### config.mk
export PLATFORM = sky130hd
export DESIGN_NAME = mpt_ctrl
export DESIGN_NICKNAME = d
export VERILOG_FILES = /design/src/hdl/mpt_pkg.sv /design/src/hdl/mpt_ctrl.sv
export SDC_FILE = /design/constraint.sdc
export NUM_CORES = 1
export LEC_CHECK = 0
export BUFFER_PORTS_ARGS = -buffer_cell sky130_fd_sc_hd__buf_4
export CAP_MARGIN = 20
export CORE_ASPECT_RATIO = 0.9
export CORE_UTILIZATION = 40
export CTS_CLUSTER_DIAMETER = 120
export DETAILED_ROUTE_END_ITERATION = 7
export PLACE_DENSITY_LB_ADDON = 0.1
export SETUP_SLACK_MARGIN = 0.2
export SLEW_MARGIN = 20
export SYNTH_ARGS = -nofsm -noshare
export SYNTH_HDL_FRONTEND = slang
export SYNTH_SLANG_ARGS = --single-unit
### constraint.sdc
create_clock -name clk -period 4.9 [get_ports clk]
set_input_delay 0.245 -clock clk [delete_from_list [all_inputs] [get_ports clk]]
set_output_delay 0.245 -clock clk [all_outputs]
set_load 0.05 [all_outputs]
### src/hdl/mpt_pkg.sv
// Shared constants, types and controller states for the Mersenne primality tester.
package mpt_pkg;

  localparam int EXP_W            = 5;
  localparam int VAL_W            = 31;
  localparam int DIV_W            = (VAL_W + 2) / 2;
  localparam int SQ_W             = 2 * DIV_W;
  localparam int CNT_W            = $clog2(VAL_W);
  localparam int MAX_EXPONENT_DEF = 31;

  typedef enum logic [1:0] {
    ST_IDLE,
    ST_CHECK,
    ST_DIVIDE
  } state_t;

  typedef struct packed {
    logic             start;
    logic [VAL_W-1:0] dividend;
    logic [DIV_W-1:0] divisor;
  } rem_cmd_t;

  typedef struct packed {
    logic done;
    logic zero;
  } rem_stat_t;

endpackage

### src/hdl/mpt_ctrl.sv
// Trial-division sequencer: forms 2^p - 1, steps divisors, tracks d*d incrementally.
module mpt_ctrl #(
  parameter int MAX_EXPONENT = mpt_pkg::MAX_EXPONENT_DEF
) (
  input  logic                      clk,
  input  logic                      rst_n,
  input  logic                      start,
  input  logic [mpt_pkg::EXP_W-1:0] in_exponent,
  output logic                      busy,
  output mpt_pkg::rem_cmd_t         rem_cmd,
  input  mpt_pkg::rem_stat_t        rem_stat,
  output logic                      out_valid,
  output logic [mpt_pkg::VAL_W-1:0] out_mersenne_value,
  output logic                      out_is_prime
);

  localparam logic [mpt_pkg::VAL_W-1:0] ALL_ONES = '1;

  mpt_pkg::state_t state_r, state_nxt;

  logic [mpt_pkg::VAL_W-1:0] m_r, m_nxt;
  logic [mpt_pkg::DIV_W-1:0] d_r, d_nxt;
  logic [mpt_pkg::SQ_W-1:0]  sq_r, sq_nxt;
  logic                      valid_r, valid_nxt;
  logic                      prime_r, prime_nxt;

  logic [mpt_pkg::EXP_W-1:0] e_sat;
  logic [mpt_pkg::VAL_W-1:0] m_new;
  logic                      accept;
  logic                      small_val;
  logic                      sq_over;
  logic                      issue;
  logic                      finish;
  logic                      finish_prime;
  logic                      step;

  assign accept = start && (state_r == mpt_pkg::ST_IDLE);
  assign e_sat  = (in_exponent > mpt_pkg::EXP_W'(MAX_EXPONENT)) ?
                  mpt_pkg::EXP_W'(MAX_EXPONENT) : in_exponent;
  // shift by the full width leaves zero for p = 0
  assign m_new  = ALL_ONES >> (6'(mpt_pkg::VAL_W) - {1'b0, e_sat});

  assign small_val = (m_r < mpt_pkg::VAL_W'(2));
  assign sq_over   = (sq_r > {{(mpt_pkg::SQ_W-mpt_pkg::VAL_W){1'b0}}, m_r});

  // next state
  always_comb begin
    state_nxt = state_r;
    unique case (state_r)
      mpt_pkg::ST_IDLE: begin
        if (start) state_nxt = mpt_pkg::ST_CHECK;
      end
      mpt_pkg::ST_CHECK: begin
        if (small_val || sq_over) state_nxt = mpt_pkg::ST_IDLE;
        else                      state_nxt = mpt_pkg::ST_DIVIDE;
      end
      mpt_pkg::ST_DIVIDE: begin
        if (rem_stat.done) begin
          if (rem_stat.zero) state_nxt = mpt_pkg::ST_IDLE;
          else               state_nxt = mpt_pkg::ST_CHECK;
        end
      end
      default: state_nxt = mpt_pkg::ST_IDLE;
    endcase
  end

  // control outputs
  always_comb begin
    issue        = 1'b0;
    finish       = 1'b0;
    finish_prime = 1'b0;
    step         = 1'b0;
    unique case (state_r)
      mpt_pkg::ST_IDLE: begin
      end
      mpt_pkg::ST_CHECK: begin
        if (small_val) begin
          finish = 1'b1;
        end else if (sq_over) begin
          finish       = 1'b1;
          finish_prime = 1'b1;
        end else begin
          issue = 1'b1;
        end
      end
      mpt_pkg::ST_DIVIDE: begin
        if (rem_stat.done) begin
          if (rem_stat.zero) finish = 1'b1;
          else               step   = 1'b1;
        end
      end
      default: begin
      end
    endcase
  end

  always_comb begin
    m_nxt     = m_r;
    d_nxt     = d_r;
    sq_nxt    = sq_r;
    valid_nxt = finish;
    prime_nxt = prime_r;
    if (accept) begin
      m_nxt  = m_new;
      d_nxt  = mpt_pkg::DIV_W'(2);
      sq_nxt = mpt_pkg::SQ_W'(4);
    end else if (step) begin
      // (d+1)^2 = d^2 + 2d + 1
      d_nxt  = d_r + 1'b1;
      sq_nxt = sq_r + mpt_pkg::SQ_W'({d_r, 1'b1});
    end
    if (finish) prime_nxt = finish_prime;
  end

  always_ff @(posedge clk) begin
    if (!rst_n) begin
      state_r <= mpt_pkg::ST_IDLE;
      valid_r <= 1'b0;
    end else begin
      state_r <= state_nxt;
      valid_r <= valid_nxt;
    end
  end

  always_ff @(posedge clk) begin
    m_r     <= m_nxt;
    d_r     <= d_nxt;
    sq_r    <= sq_nxt;
    prime_r <= prime_nxt;
  end

  assign busy             = (state_r != mpt_pkg::ST_IDLE);
  assign rem_cmd.start    = issue;
  assign rem_cmd.dividend = m_r;
  assign rem_cmd.divisor  = d_r;

  assign out_valid          = valid_r;
  assign out_mersenne_value = m_r;
  assign out_is_prime       = prime_r;

endmodule

======== After elaboration in Yosys (flattened, before gate mapping) ========
Cells that the tools add are included.
cells by class
  add/sub/neg operators ................... 3
  multiply operators ...................... 0
  div/mod/pow operators ................... 0
  magnitude comparators ................... 3
  eq/ne operators ......................... 4
  shift-type cells ........................ 1
  mux-type cells .......................... 17
  bitwise logic cells ..................... 1
  reductions and logical operators ........ 6
operator list
  cell                                                          number
  adder 32 x 17 -> 32 bit                                       1
  > comparator 32 x 31 -> 1 bit                                 1
  less-than comparator 31 x 2 -> 1 bit (second input constant)  1
  right shift 31 x 6 -> 31 bit (first input constant)           1
  adder 16 x 1 -> 16 bit (second input constant)                1
  two-way mux 1 bit                                             11
  two-way mux 2 bit                                             3
  one-hot mux 2 bit (3 select lines)                            1
  subtractor 5 x 5 -> 6 bit (first input constant)              1
  > comparator 5 bit (second input constant)                    1
  two-way mux 5 bit                                             1
  inequality test 2 bit (second input constant)                 2
  equality test 2 x 1 -> 1 bit (second input constant)          1
  equality test 2 bit (second input constant)                   1
  logical NOT 2 bit                                             1
  one-hot mux 1 bit (2 select lines)                            1
  AND reduction 2 bit                                           1
  nonzero test 2 bit                                            1
  OR reduction 2 bit                                            1
  logical AND 1 bit                                             1
  logical OR 1 bit                                              1
  inverter 1 bit                                                1
word-level totals
  register bits ........................... 83
  latch bits .............................. 0
  bits in writable memories ............... 0
  bits in read-only memories .............. 0
  input port bits ......................... 10
  output and inout bits ................... 82
  word-level logic and storage cells ...... 41
  memories ................................ 0

======== Logic depth before layout (Yosys ltp) ========
  depth in word-level cells ............... 4
  mapped depth ............................ 10
  gate-level depth less buffers ........... 9

======== Worst setup path after synthesis ========
No wires, ideal clock.
  path type ............................... register to register
  from .................................... reg d_r[0] (netlist bit)
  to ...................................... reg sq_r[30] (netlist bit)
  setup time .............................. 0.071 ns
  arrival time ............................ 2.898 ns
  data required time ...................... 4.829 ns
  setup slack ............................. 1.931 ns
  stages on the path, launching flop included .. 11
  buffers on the path ..................... 1
  period minus slack after synthesis ...... 2.969 ns
  cells stage by stage .................... dfxtp_1 > inv_1 > fa_1 > and2b_1 > o2111ai_2 > a21oi_2 > nor4_1 > o31a_1 > buf_6 > or4_1 > a21oi_1
on the way
  cells in the longest elaborated chain, start to end .. 1
ends and longest elaborated chain
  what                     line             RTL
  start, declared          mpt_ctrl.sv:22   logic [mpt_pkg::DIV_W-1:0] d_r, d_nxt;
  start signal, assigned   mpt_ctrl.sv:127  d_r <= d_nxt;
  adder 32 x 17 -> 32 bit  mpt_ctrl.sv:110  sq_nxt = sq_r + mpt_pkg::SQ_W'({d_r, 1'b1});
  end signal, assigned     mpt_ctrl.sv:128  sq_r <= sq_nxt;
  end, declared            mpt_ctrl.sv:23   logic [mpt_pkg::SQ_W-1:0] sq_r, sq_nxt;
No other way between the ends.
A chain may end at the register's enable or synchronous reset.

==> reports/results.txt <==
DP HPWL - 10,430 um
Distinct cells, synth - 58
Residual DRC - 0
ys async rst share - 0%
drt total wl - 13,980 um
Clk Latency, worst-skew pair - 0.35 ns
Rel. slew slack - 43.04%
fillers - 1,227
TritonCTS clock tree - built
CTS max path bufs - 2
core area - 12,740 sq um
sequential-to-total area share from yosys stat - 37.79%
Synth Warn # - 0
RSZ-0062 raised after global routing - no
measured slew at the worst slew-check pin - 0.8518 ns
Synth top cells by count - nand2_1 (55), ha_1 (52), dfxtp_1 (51), inv_1 (49)
crit path kind - reg -> out
Synth Register Bits - 83
CP delay by family, top - compound AO/OA/AOI/OAI gates
Finished Layout Cells - 814
Vias - 4,513
average wire per standard cell - 17.18 um
Peak VDD IR - 194.2 uV
initial antenna violation count - 0
first-pass GRT wire length - 22,700 um
share of cells above drive strength 1 - 17.85%
DRT Pass-1 Iters - 5
Ant. Diodes - 0
Area growth syn-to-layout - 17.99%
H-tree levels - 3
Initial Util - 41.18%
Post-CTS Setup Bufs - 0
total grt overflow - 0
Buffers & Inverters on Critical Path - 2
Post-synth top flop - dfxtp_1
critical path's slowest cell - a2111oi_0
largest net degree at the start of global routing - 53
outcome - finished clean
Clock transition at path regs - 0.06 ns
Final Hold Violating Endpoints - 0
RePlAce Congestion - 0.8517
Gate Count Post-Synth - 588
Worst path most repeated cell - a21o_1
gr usage total - 21.93%
CTS hold repair buffers - 0
final instance area - 6188 sq um
Root Buffer - clkbuf_16
IO Count - 92
area share of the largest cell type after synthesis - 19.47%
Layout Nets - 708
DR vias/cell - 5.544
final setup fails - 0
crit share post-route - 70.34%
syn_area_per_cell - 8.920 sq um
initial drt markers - 258
EDFF count, synth - 32
CTS resizes - 0
worst-path cell chain - inv_1, ha_1, a21o_1, a21o_1, a21o_1, a2111oi_0, a2bb2oi_1, nor2b_1, buf_4
critical path launch point - out_mersenne_value[5]
Die Wd - 122.7 um
placed inst area - 5841 sq um
CP Capture Type - output port
Final Critical Period - 3.447 ns
Hold Crit Class - in -> reg
Synthesized Nets - 651
post-synth top area cell - dfxtp_1
crit path max fanout - 4
most numerous cell in the Yosys netlist - nand2_1
TritonCTS buffer count - 9
hold path startpoint - rst_n
worst clock skew - 0.006955 ns
fin. max-slew vios - 0
Die Span Y - 110.6 um
die area - 13,580 sq um
CP required - 4.66 ns
r2r setup slk - 1.98 ns
FMAX - 290.1 MHz
max incr delay on CP - 0.58 ns
Synth area leaders - dfxtp_1 (19%), edfxtp_1 (18%), ha_1 (12%)
vias in the first global route - 4,329
row count - 39
final worst setup slack - 1.453 ns
Worst EP arrival - 3.20 ns
mapped cell area - 5245 sq um
Leak - 2.782 nW
CP startpoint kind - flip-flop
port bufs - 91
Max Cap Viol - 0
Antenna Nets Post-Route - 0
Power Dens Cells - 355.6 nW/um^2
CTS sink count - 83
total negative setup slack - 0 ns
post-placement setup slack - 1.874 ns
Inst Count DP - 797
Critical R2R Launch - d_r[0]
==> metal layers <==
metal  track usage, %  routed length [um]  part of all wire, %
met5                0                   0                    0
met4            5.203                 117                 0.84
met3            5.837                 710                  5.1
met2            33.48                6312                   45
met1            30.58                6842                   49
==> cell type report <==
type                    count  area [sq um]  area share, %
multi-input cells         408          2771          44.78
clock buffers               9         225.2          3.639
inverters                  49         183.9          2.972
clock inverters             7         102.6          1.658
flip-flops and latches     83          1982          32.03
repair buffers             94         718.2          11.61
well taps                 164         205.2          3.316
==> stage by stage <==
stage	total power [W]	hold WS (ns)	utilization, %
2_1_floorplan	0.001309	0.3732	-
3_5_place_dp	0.001461	0.4900	45.86
4_1_cts	0.002219	0.1444	48.43
3_3_place_gp	0.001455	0.4726	45.86
6_report	0.002200	0.1633	48.59
5_1_grt	0.002292	0.1490	48.59
==> report_power, final <==
group | internal [W] | total, W | switching, W
logic | 0.000168 | 0.000614 | 0.000446
clock network | 0.000450 | 0.000749 | 0.000299
registers | 0.000777 | 0.000837 | 0.0000598
total | 0.00140 | 0.00220 | 0.000805
==> final timing paths <==
kind / endpoint / cells after the start
max: rem_cmd[47] / 9
min reg2reg: sq_r[6] / 2
min: state_r[0] / 2
max reg2reg: sq_r[28] / 9
==> cells by family after synthesis <==
| logic type | count (synthesis) | synth area share, % |
|---|---|---|
| xor+xnor | 25 | 4.175 |
| compound gates | 143 | 18.11 |
| buf+inv | 97 | 9.375 |
| simple gates | 187 | 17.77 |
| fa+ha+maj | 53 | 12.79 |
| flops | 83 | 37.79 |
==> layout by cell type (no fill, tap or decap), types with 4 or more instances in the layout <==
cell type  netlist  routed
buf_4           32      93
nand2_1         55      55
ha_1            52      52
dfxtp_1         51      51
inv_1           49      48
nor2_1          42      42
a21oi_1         42      42
edfxtp_1        32      32
o21ai_0         20      20
nand4_1         17      17
nand3_1         17      17
a21o_1          14      14
xor2_1          14      14
xnor2_1         11      11
nor4_1          10      10
o31ai_1         10      10
and3_1           9       9
clkbuf_16        0       9
or4_1            8       8
o21a_1           7       7
o21bai_1         7       7
nor2b_1          6       6
or3_1            6       6
a21boi_0         6       6
nor3_1           4       4
clkinv_4         0       4
==> worst reg2reg max path: stages (launching register included) <==
cell and delay (ns):
dfxtp_1 0.47, inv_1 0.11, fa_1 0.44, and2b_1 0.26, o2111ai_2 0.17, a21oi_2 0.24
nor4_1 0.09, o31a_1 0.46, or4_1 0.47, a21oi_1 0.15
==> state kept, by name, summed over array words and instances, names as in the netlist <==
register	cells
out_is_prime	1
state_r	2
d_r	16
sq_r	32
out_valid	1
out_mersenne_value	31
No activity file was read; power rests on OpenSTA's default activity.
